File: src/sv/igf_pkg.sv
// Shared types and constants of the idle-gap half-duplex framer.
package igf_pkg;

   localparam int FRAME_BYTES_DEF = 32;
   localparam logic [15:0] IDLE_TICKS_RESET = 16'd256;

   typedef enum logic [1:0] {
      OP_RX_BYTE = 2'd0,
      OP_TX_DONE = 2'd1,
      OP_TICK    = 2'd2,
      OP_SEND    = 2'd3
   } op_type;

   typedef enum logic [1:0] {
      ST_IDLE,
      ST_RX_SWEEP,
      ST_TX_READ,
      ST_TX_OUT
   } state_type;

   typedef enum logic [1:0] {
      LOAD_IDLE = 2'd0,
      LOAD_FILL = 2'd1,
      LOAD_DROP = 2'd2
   } load_type;

   localparam logic KIND_RX_FRAME = 1'b0;
   localparam logic KIND_TX_LINE  = 1'b1;

   typedef struct packed {
      logic       push;
      logic [7:0] data;
      logic       start;
      logic       take;
   } rx_cmd_type;

   typedef struct packed {
      logic       byte_valid;
      logic [7:0] byte_value;
      logic       last;
      logic       busy;
   } rx_stat_type;

   typedef struct packed {
      logic       clear_len;
      logic       write;
      logic [7:0] data;
      logic       rewind;
      logic       read;
   } tx_cmd_type;

   typedef struct packed {
      logic       more;
      logic [7:0] rdata;
   } tx_stat_type;

endpackage

File: src/sv/igf_rx_store.sv
// Receive frame store with its fill count and the read-ahead delivery sweep.
module igf_rx_store import igf_pkg::*; #(
   parameter int FRAME_BYTES = FRAME_BYTES_DEF
) (
   input  logic        clock,
   input  logic        reset,
   input  rx_cmd_type  cmd,
   output rx_stat_type stat
);

   localparam int IW = (FRAME_BYTES > 1) ? $clog2(FRAME_BYTES) : 1;
   localparam int CW = $clog2(FRAME_BYTES + 1);

   logic [7:0]    rx_mem [FRAME_BYTES];
   logic [7:0]    rdata_ff;
   logic          last_ff;
   logic [CW-1:0] count_ff, count_in;
   logic          ovf_ff, ovf_in;
   logic          sweep_ff, sweep_in;
   logic [CW-1:0] rd_idx_ff, rd_idx_in;
   logic          dv_ff, dv_in;
   logic          mem_wr;
   logic          rd_en;
   logic          last_rd;

   always_comb begin
      mem_wr  = cmd.push && (count_ff < CW'(FRAME_BYTES));
      // A new read is issued when the read register is empty or drains now.
      rd_en   = sweep_ff && (!dv_ff || cmd.take);
      last_rd = ((rd_idx_ff + CW'(1)) == count_ff);

      count_in  = count_ff;
      ovf_in    = ovf_ff;
      sweep_in  = sweep_ff;
      rd_idx_in = rd_idx_ff;

      if (cmd.push) begin
         if (mem_wr) begin
            count_in = count_ff + CW'(1);
         end else begin
            ovf_in = 1'b1;
         end
      end
      if (cmd.start) begin
         rd_idx_in = '0;
         // An overflowed or empty frame is discarded without delivery.
         if (ovf_ff || (count_ff == '0)) begin
            count_in = '0;
            ovf_in   = 1'b0;
         end else begin
            sweep_in = 1'b1;
         end
      end
      if (rd_en) begin
         rd_idx_in = rd_idx_ff + CW'(1);
         if (last_rd) begin
            sweep_in = 1'b0;
            count_in = '0;
         end
      end
      dv_in = rd_en || (dv_ff && !cmd.take);
   end

   always_ff @(posedge clock) begin
      if (reset) begin
         count_ff  <= '0;
         ovf_ff    <= 1'b0;
         sweep_ff  <= 1'b0;
         rd_idx_ff <= '0;
         dv_ff     <= 1'b0;
      end else begin
         count_ff  <= count_in;
         ovf_ff    <= ovf_in;
         sweep_ff  <= sweep_in;
         rd_idx_ff <= rd_idx_in;
         dv_ff     <= dv_in;
      end
   end

   always_ff @(posedge clock) begin
      if (mem_wr) begin
         rx_mem[count_ff[IW-1:0]] <= cmd.data;
      end
      if (rd_en) begin
         rdata_ff <= rx_mem[rd_idx_ff[IW-1:0]];
         last_ff  <= last_rd;
      end
   end

   assign stat.byte_valid = dv_ff;
   assign stat.byte_value = rdata_ff;
   assign stat.last       = last_ff;
   assign stat.busy       = sweep_ff || dv_ff;

endmodule

File: src/sv/igf_tx_store.sv
// Transmit message store with its length and send index.
module igf_tx_store import igf_pkg::*; #(
   parameter int FRAME_BYTES = FRAME_BYTES_DEF
) (
   input  logic        clock,
   input  logic        reset,
   input  tx_cmd_type  cmd,
   output tx_stat_type stat
);

   localparam int IW = (FRAME_BYTES > 1) ? $clog2(FRAME_BYTES) : 1;
   localparam int CW = $clog2(FRAME_BYTES + 1);

   logic [7:0]    tx_mem [FRAME_BYTES];
   logic [7:0]    rdata_ff;
   logic [CW-1:0] len_ff, len_in;
   logic [CW-1:0] idx_ff, idx_in;
   logic [CW-1:0] len_eff;
   logic          mem_wr;

   always_comb begin
      // The first byte of a message restarts the store in the same cycle.
      len_eff = cmd.clear_len ? '0 : len_ff;
      mem_wr  = cmd.write && (len_eff < CW'(FRAME_BYTES));
      len_in  = mem_wr ? (len_eff + CW'(1)) : len_eff;
      idx_in  = idx_ff;
      if (cmd.rewind) begin
         idx_in = '0;
      end else if (cmd.read) begin
         idx_in = idx_ff + CW'(1);
      end
   end

   always_ff @(posedge clock) begin
      if (reset) begin
         len_ff <= '0;
         idx_ff <= '0;
      end else begin
         len_ff <= len_in;
         idx_ff <= idx_in;
      end
   end

   always_ff @(posedge clock) begin
      if (mem_wr) begin
         tx_mem[len_eff[IW-1:0]] <= cmd.data;
      end
      if (cmd.read) begin
         rdata_ff <= tx_mem[idx_ff[IW-1:0]];
      end
   end

   assign stat.more  = (idx_ff < len_ff);
   assign stat.rdata = rdata_ff;

endmodule

File: src/sv/idle_gap_half_duplex_framer.sv
// Top level of the idle-gap half-duplex framer: event decode, bus state and result register.
//
//   channel | ports   | beat contents
//   --------+---------+-----------------------------------------------------------
//   event   | req_*   | tuser opcode, tdata line or message byte, tlast end of message
//   result  | rsp_*   | tuser kind, tdata byte value, tlast frame end
//   config  | csr_*   | idle_ticks, written whenever csr_wr_en is high
//
// An event beat is taken whenever the block is idle. A frame end delivers the stored frame
// at one byte per cycle while rsp is ready, from the receive store's read port.
// A transmit byte passes through accept, store read and result register load, in that order.
// Reset is synchronous; the stores keep their contents and are never read before written.
// A stall on rsp holds the result register and pauses delivery; no beat is lost.
module idle_gap_half_duplex_framer import igf_pkg::*; #(
   parameter int FRAME_BYTES = FRAME_BYTES_DEF
) (
   input  logic        clock,
   input  logic        reset,
   input  logic        req_tvalid,
   output logic        req_tready,
   input  logic [7:0]  req_tdata,   // [7:0] data
   input  logic [1:0]  req_tuser,   // [1:0] opcode
   input  logic        req_tlast,   // end_of_message
   output logic        rsp_tvalid,
   input  logic        rsp_tready,
   output logic [7:0]  rsp_tdata,   // [7:0] byte_value
   output logic        rsp_tuser,   // kind
   output logic        rsp_tlast,   // frame_end
   input  logic        csr_wr_en,
   input  logic [15:0] csr_wr_data
);

   state_type   state_ff, state_in;
   load_type    load_ff, load_in;
   logic [15:0] idle_ticks_ff;
   logic [15:0] idle_count_ff, idle_count_in;
   logic        idle_run_ff, idle_run_in;
   logic        bus_free_ff, bus_free_in;
   logic        tx_wait_ff, tx_wait_in;
   logic        tx_active_ff, tx_active_in;
   logic        out_valid_ff, out_valid_in;
   logic [7:0]  out_byte_ff, out_byte_in;
   logic        out_kind_ff, out_kind_in;
   logic        out_end_ff, out_end_in;

   rx_cmd_type  rx_cmd;
   rx_stat_type rx_stat;
   tx_cmd_type  tx_cmd;
   tx_stat_type tx_stat;

   logic        accept;
   logic        can_load;
   op_type      op;
   logic [15:0] idle_next;
   load_type    phase;

   igf_rx_store #(.FRAME_BYTES(FRAME_BYTES)) u_rx_store (
      .clock (clock),
      .reset (reset),
      .cmd   (rx_cmd),
      .stat  (rx_stat)
   );

   igf_tx_store #(.FRAME_BYTES(FRAME_BYTES)) u_tx_store (
      .clock (clock),
      .reset (reset),
      .cmd   (tx_cmd),
      .stat  (tx_stat)
   );

   always_comb begin
      req_tready = (state_ff == ST_IDLE);
      accept     = req_tvalid && req_tready;
      op         = op_type'(req_tuser);
      can_load   = !out_valid_ff || rsp_tready;
      idle_next  = (idle_count_ff == 16'hFFFF) ? idle_count_ff : (idle_count_ff + 16'd1);
      phase      = load_ff;

      state_in      = state_ff;
      load_in       = load_ff;
      idle_count_in = idle_count_ff;
      idle_run_in   = idle_run_ff;
      bus_free_in   = bus_free_ff;
      tx_wait_in    = tx_wait_ff;
      tx_active_in  = tx_active_ff;

      out_valid_in = out_valid_ff && !rsp_tready;
      out_byte_in  = out_byte_ff;
      out_kind_in  = out_kind_ff;
      out_end_in   = out_end_ff;

      rx_cmd = '{push: 1'b0, data: req_tdata, start: 1'b0, take: 1'b0};
      tx_cmd = '{clear_len: 1'b0, write: 1'b0, data: req_tdata, rewind: 1'b0, read: 1'b0};

      case (state_ff)
         ST_IDLE: begin
            if (accept) begin
               case (op)
                  OP_RX_BYTE: begin
                     bus_free_in   = 1'b0;
                     rx_cmd.push   = 1'b1;
                     idle_count_in = '0;
                     idle_run_in   = 1'b1;
                  end
                  OP_TX_DONE: begin
                     if (tx_active_ff) begin
                        if (tx_stat.more) begin
                           state_in = ST_TX_READ;
                        end else begin
                           tx_active_in = 1'b0;
                           bus_free_in  = 1'b1;
                        end
                     end
                  end
                  OP_TICK: begin
                     if (idle_run_ff) begin
                        if (idle_next >= idle_ticks_ff) begin
                           idle_run_in   = 1'b0;
                           idle_count_in = '0;
                           rx_cmd.start  = 1'b1;
                           state_in      = ST_RX_SWEEP;
                        end else begin
                           idle_count_in = idle_next;
                        end
                     end
                  end
                  OP_SEND: begin
                     if (load_ff != LOAD_FILL && load_ff != LOAD_DROP) begin
                        if (tx_active_ff || tx_wait_ff) begin
                           phase = LOAD_DROP;
                        end else begin
                           phase            = LOAD_FILL;
                           tx_cmd.clear_len = 1'b1;
                        end
                     end
                     tx_cmd.write = (phase == LOAD_FILL);
                     load_in      = phase;
                     if (req_tlast) begin
                        if (phase == LOAD_FILL) begin
                           tx_cmd.rewind = 1'b1;
                           if (bus_free_ff) begin
                              bus_free_in  = 1'b0;
                              tx_active_in = 1'b1;
                              state_in     = ST_TX_READ;
                           end else begin
                              tx_wait_in = 1'b1;
                           end
                        end
                        load_in = LOAD_IDLE;
                     end
                  end
                  default: begin
                  end
               endcase
            end
         end
         ST_RX_SWEEP: begin
            if (rx_stat.byte_valid && can_load) begin
               rx_cmd.take  = 1'b1;
               out_valid_in = 1'b1;
               out_byte_in  = rx_stat.byte_value;
               out_kind_in  = KIND_RX_FRAME;
               out_end_in   = rx_stat.last;
            end
            if (!rx_stat.busy) begin
               if (tx_wait_ff) begin
                  tx_active_in = 1'b1;
                  tx_wait_in   = 1'b0;
                  state_in     = ST_TX_READ;
               end else begin
                  bus_free_in = 1'b1;
                  state_in    = ST_IDLE;
               end
            end
         end
         ST_TX_READ: begin
            tx_cmd.read = 1'b1;
            state_in    = ST_TX_OUT;
         end
         ST_TX_OUT: begin
            if (can_load) begin
               out_valid_in = 1'b1;
               out_byte_in  = tx_stat.rdata;
               out_kind_in  = KIND_TX_LINE;
               out_end_in   = 1'b1;
               state_in     = ST_IDLE;
            end
         end
         default: begin
            state_in = ST_IDLE;
         end
      endcase
   end

   always_ff @(posedge clock) begin
      if (reset) begin
         state_ff      <= ST_IDLE;
         load_ff       <= LOAD_IDLE;
         idle_ticks_ff <= IDLE_TICKS_RESET;
         idle_count_ff <= '0;
         idle_run_ff   <= 1'b0;
         bus_free_ff   <= 1'b1;
         tx_wait_ff    <= 1'b0;
         tx_active_ff  <= 1'b0;
         out_valid_ff  <= 1'b0;
      end else begin
         state_ff      <= state_in;
         load_ff       <= load_in;
         idle_count_ff <= idle_count_in;
         idle_run_ff   <= idle_run_in;
         bus_free_ff   <= bus_free_in;
         tx_wait_ff    <= tx_wait_in;
         tx_active_ff  <= tx_active_in;
         out_valid_ff  <= out_valid_in;
         if (csr_wr_en) begin
            idle_ticks_ff <= csr_wr_data;
         end
      end
   end

   always_ff @(posedge clock) begin
      out_byte_ff <= out_byte_in;
      out_kind_ff <= out_kind_in;
      out_end_ff  <= out_end_in;
   end

   assign rsp_tvalid = out_valid_ff;
   assign rsp_tdata  = out_byte_ff;
   assign rsp_tuser  = out_kind_ff;
   assign rsp_tlast  = out_end_ff;

endmodule

File: config.mk
export PLATFORM = sky130hd
export DESIGN_NAME = idle_gap_half_duplex_framer
export DESIGN_NICKNAME = d
export VERILOG_FILES = /design/src/sv/igf_pkg.sv /design/src/sv/igf_rx_store.sv /design/src/sv/igf_tx_store.sv /design/src/sv/idle_gap_half_duplex_framer.sv
export SDC_FILE = /design/constraint.sdc
export NUM_CORES = 1
export LEC_CHECK = 0
export BUFFER_PORTS_ARGS = -buffer_cell sky130_fd_sc_hd__buf_2
export CORE_UTILIZATION = 50
export CTS_CLUSTER_SIZE = 14
export DETAILED_ROUTE_END_ITERATION = 12
export PLACE_DENSITY = 0.68
export SETUP_SLACK_MARGIN = 0.5
export SLEW_MARGIN = 25
export SYNTH_ARGS = -nofsm -noshare
export SYNTH_HDL_FRONTEND = slang
export SYNTH_SLANG_ARGS = --single-unit
File: constraint.sdc
create_clock -name clock -period 3.85 [get_ports clock]
set_clock_uncertainty 0.05 [all_clocks]
set_input_delay 0.385 -clock clock [delete_from_list [all_inputs] [get_ports clock]]
set_output_delay 0.385 -clock clock [all_outputs]
set_load 0.05 [all_outputs]
==> results.sh <==
export IMPL_status="complete, no violations"
export IMPL_clkLatencyLatePin_ns=0.62
export IMPL_synth_ff_type="edfxtp_1"
export IMPL_synth_cells=1358
export IMPL_clock_tree_buffer_depth=3
export IMPL_port_buffers=43
export IMPL_cts_tree="yes"
export IMPL_ys_ff_latch=607
export IMPL_vias=13000
export IMPL_final_cell_mix="539 x edfxtp_1, 160 x mux4_2, 126 x nor2_1"
export IMPL_drc=0
export IMPL_required_ns=4.34
export IMPL_hold_viol_final=0
export IMPL_seq_area_um2=17600
export IMPL_ant_nets=0
export IMPL_hold_slack_ns=0.0888
export IMPL_ff2ff_path_depth=17
export IMPL_antenna_cells=0
export IMPL_hpwl_mm=32.8
export IMPL_fin_crit_ns=3.64
export IMPL_critPathLaunch="idle_count_ff[1]"
export IMPL_rsz0062_at_grt="true"
export IMPL_antenna_found_initial=1
export IMPL_synth_mux_area_frac=0.165
export IMPL_async_flop_share=0
export IMPL_multi_input_area_um2=7060
export IMPL_die_h_um=225
export IMPL_die_area_um2=50500
export IMPL_critPathArrivalTime_ns=4.13
export IMPL_grt_pass1_wl_mm=80.2
export IMPL_final_common_cell="edfxtp_1"
export IMPL_fmax_mhz=275
export IMPL_routedWlPerCell_um=23.7
export IMPL_synth_area_um2=24800
export IMPL_ys_warn_count=0
export IMPL_yosysTopAreaCell="edfxtp_1"
export IMPL_synth_simple_gate_area_frac=0.0552
export IMPL_worstPathMaxFanout=6
export IMPL_startpoint_type="flop"
export IMPL_hp_class="primary input to flop"
export IMPL_powerDensity_nw_per_um2=465
export IMPL_ys_top_cells_by_area="edfxtp_1 65%, mux4_2 15%, dfxtp_1 5.5%"
export IMPL_slew_headroom=0.373
export IMPL_final_layout_size_suffix_gt1_frac=0.304
export IMPL_synth_top_family_by_area="multiplexers"
export IMPL_track_usage=0.214
export IMPL_synth_top_area_frac=0.653
export IMPL_fp_dieW_um=225
export IMPL_cts_buffers=60
export IMPL_maxSlewViolCount=0
export IMPL_setup_tns_ns=0
export IMPL_yosysSeqAreaShare=0.707
export IMPL_synthXorXnorAreaFrac=0.0109
export IMPL_boundaryPins=44
export IMPL_viasPerCell=5.81
export IMPL_setup_worst_path_end="idle_count_ff[11]"
export IMPL_reg2reg_slack_ns=0.21
export IMPL_first_iter_violations=1291
export IMPL_start_util=0.507
export IMPL_crit_path_end_kind="flop"
export IMPL_dr_pass1_iters=7
export IMPL_stdcell_count=2233
export IMPL_dp_slack_ns=0.112
export IMPL_coreArea_um2=49000
export IMPL_cap_viol_max_count=0
export IMPL_synth_edff_count=539
export IMPL_fp_row_count=81
export IMPL_worst_pin_slew_ns=0.940
export IMPL_ys_types=67
export IMPL_first_global_vias=13100
export IMPL_synth_compound_area_frac=0.0256
export IMPL_syn_num_nets=1426
export IMPL_overflow=0
export IMPL_fin_ws_ns=0.212
export IMPL_syn_avg_cell_area_um2=18.3
export IMPL_cts_sinks=607
export IMPL_num_nets_final=1586
export IMPL_vdd_ir_drop_max_uv=340
export IMPL_grt_max_degree=65
export IMPL_rr_startpoint="idle_count_ff[1]"
export IMPL_root_buffer="clkbuf_16"
export IMPL_syn_to_final_growth_pct=16.3
export IMPL_wirelength_mm=53.0
export IMPL_fill_cells=3491
export IMPL_synthAdderAreaFrac=0.0186
export IMPL_path_clk_slew_ns=0.06
export IMPL_gp_congestion=0.868
export IMPL_htreeDepth=2
export IMPL_layout_worst_path_cycle_share=0.945
export IMPL_setup_viol=0
export IMPL_post_place_cells=2082
export IMPL_r2r_end="idle_count_ff[11]"
export IMPL_path_class="flop to flop"
export IMPL_power_leakage_nw=9.33
-- worst min-delay path by stage --
stage | from | slack [ns] | depth (start not counted) | end
6_report | req_tlast | 0.09 | 3 | load_ff[1]
4_1_cts | req_tlast | 0.05 | 3 | load_ff[1]
3_3_place_gp | idle_ticks_ff[5] | 0.43 | 2 | idle_ticks_ff[5]
2_1_floorplan | u_tx_store.len_ff[5] | 0.40 | 2 | u_tx_store.len_ff[5]
3_5_place_dp | idle_ticks_ff[5] | 0.44 | 2 | idle_ticks_ff[5]
5_1_grt | rsp_tready | 0.10 | 3 | rsp_tvalid
-- cell type report --
cell class	instances	area share
sequential	607	0.609
multi-input combinational	652	0.245
clock buffer	78	0.0562
timing repair buffer	158	0.0442
tap	664	0.0288
clock inverter	35	0.0115
inverter	39	0.00507
-- cells in the mapped netlist, drive strengths merged (3+ instances only) --
library cell  instances
nand2                58
nor2b                 7
mux2                 25
and2                  6
inv                  38
ha                   36
and3                  4
mux2i                20
o211ai                4
o21ai                 9
clkbuf               27
nor3b                 3
nand4                13
a211oi                5
a31oi                 5
dfxtp                68
xor2                 12
nand2b                7
a21oi                25
xnor2                19
a22oi                 9
edfxtp              539
a41oi                 3
nand4b                4
a22o                  3
nor2                127
or3                   6
nand3                27
nand3b                4
mux4                160
o21a                  3
buf                  33
nor3                 13
-- worst max-delay path, stage by stage (launching register included) --
cell       delay (ns)
dfxtp_4          0.37
ha_4             0.15
nand4_1          0.14
or4_4            0.59
buf_12           0.17
xnor2_4          0.16
ha_4             0.22
nand2b_4         0.14
a2111oi_4        0.33
buf_4            0.18
nor4b_4          0.04
buf_4            0.16
nor4b_4          0.22
buf_6            0.18
buf_12           0.11
buf_16           0.11
nand4b_1         0.09
o21ai_1          0.13
-- metal layers --
layer	GRT usage	wire length (µm)	vias up
met5	0	13	-
met1	0.309	23000	6640
met3	0.0423	3730	98
met4	0.0729	1400	2
li1	-	-	5746
met2	0.329	24900	483
-- sequential cells by signal, summed over array words and instances, names as in the netlist --
register              flops
bus_free_ff               1
idle_count_ff            16
idle_run_ff               1
idle_ticks_ff            16
load_ff                   2
rsp_tdata                 8
rsp_tlast                 1
rsp_tuser                 1
rsp_tvalid                1
state_ff                  2
tx_active_ff              1
tx_wait_ff                1
u_rx_store.count_ff       6
u_rx_store.dv_ff          1
u_rx_store.last_ff        1
u_rx_store.ovf_ff         1
u_rx_store.rd_idx_ff      6
u_rx_store.rdata_ff       8
u_rx_store.rx_mem       256
u_rx_store.sweep_ff       1
u_tx_store.idx_ff         6
u_tx_store.len_ff         6
u_tx_store.rdata_ff       8
u_tx_store.tx_mem       256
-- stage by stage --
stage | instance area (µm²) | power [W] | utilization
2_1_floorplan | 24900 | 0.00756 | -
3_3_place_gp | 26300 | 0.00774 | 0.537
3_5_place_dp | 26300 | 0.00775 | 0.537
4_1_cts | 28600 | 0.0135 | 0.584
5_1_grt | 28800 | 0.0138 | 0.589
6_report | 28800 | 0.0134 | 0.589
-- repair_timing --
item,in CTS,in global routing
endpoints found under the hold margin,16,0
hold buffers,16,0
setup buffers,10,9
gates resized for setup,13,26
endpoints found under the setup margin,32,32
cloned,2,1
pin swaps,9,24
-- cell families (layout without fill, tap and decap cells) --
logic type	count (synthesis)	after routing
AOI/OAI and AO/OA	89	89
xor gates and xnor gates	31	31
adders and majority gates	37	37
buffers and inverters	99	310
DFF	607	607
muxes	205	205
and+or+nand+nor	290	290
-- power breakdown --
part / internal (W) / switching [W]
clock network: 0.00337 / 0.00242
logic: 0.000164 / 0.000256
registers: 0.00718 / 0.0000311
total: 0.0107 / 0.00271
Power figures use the tool's default switching activity.
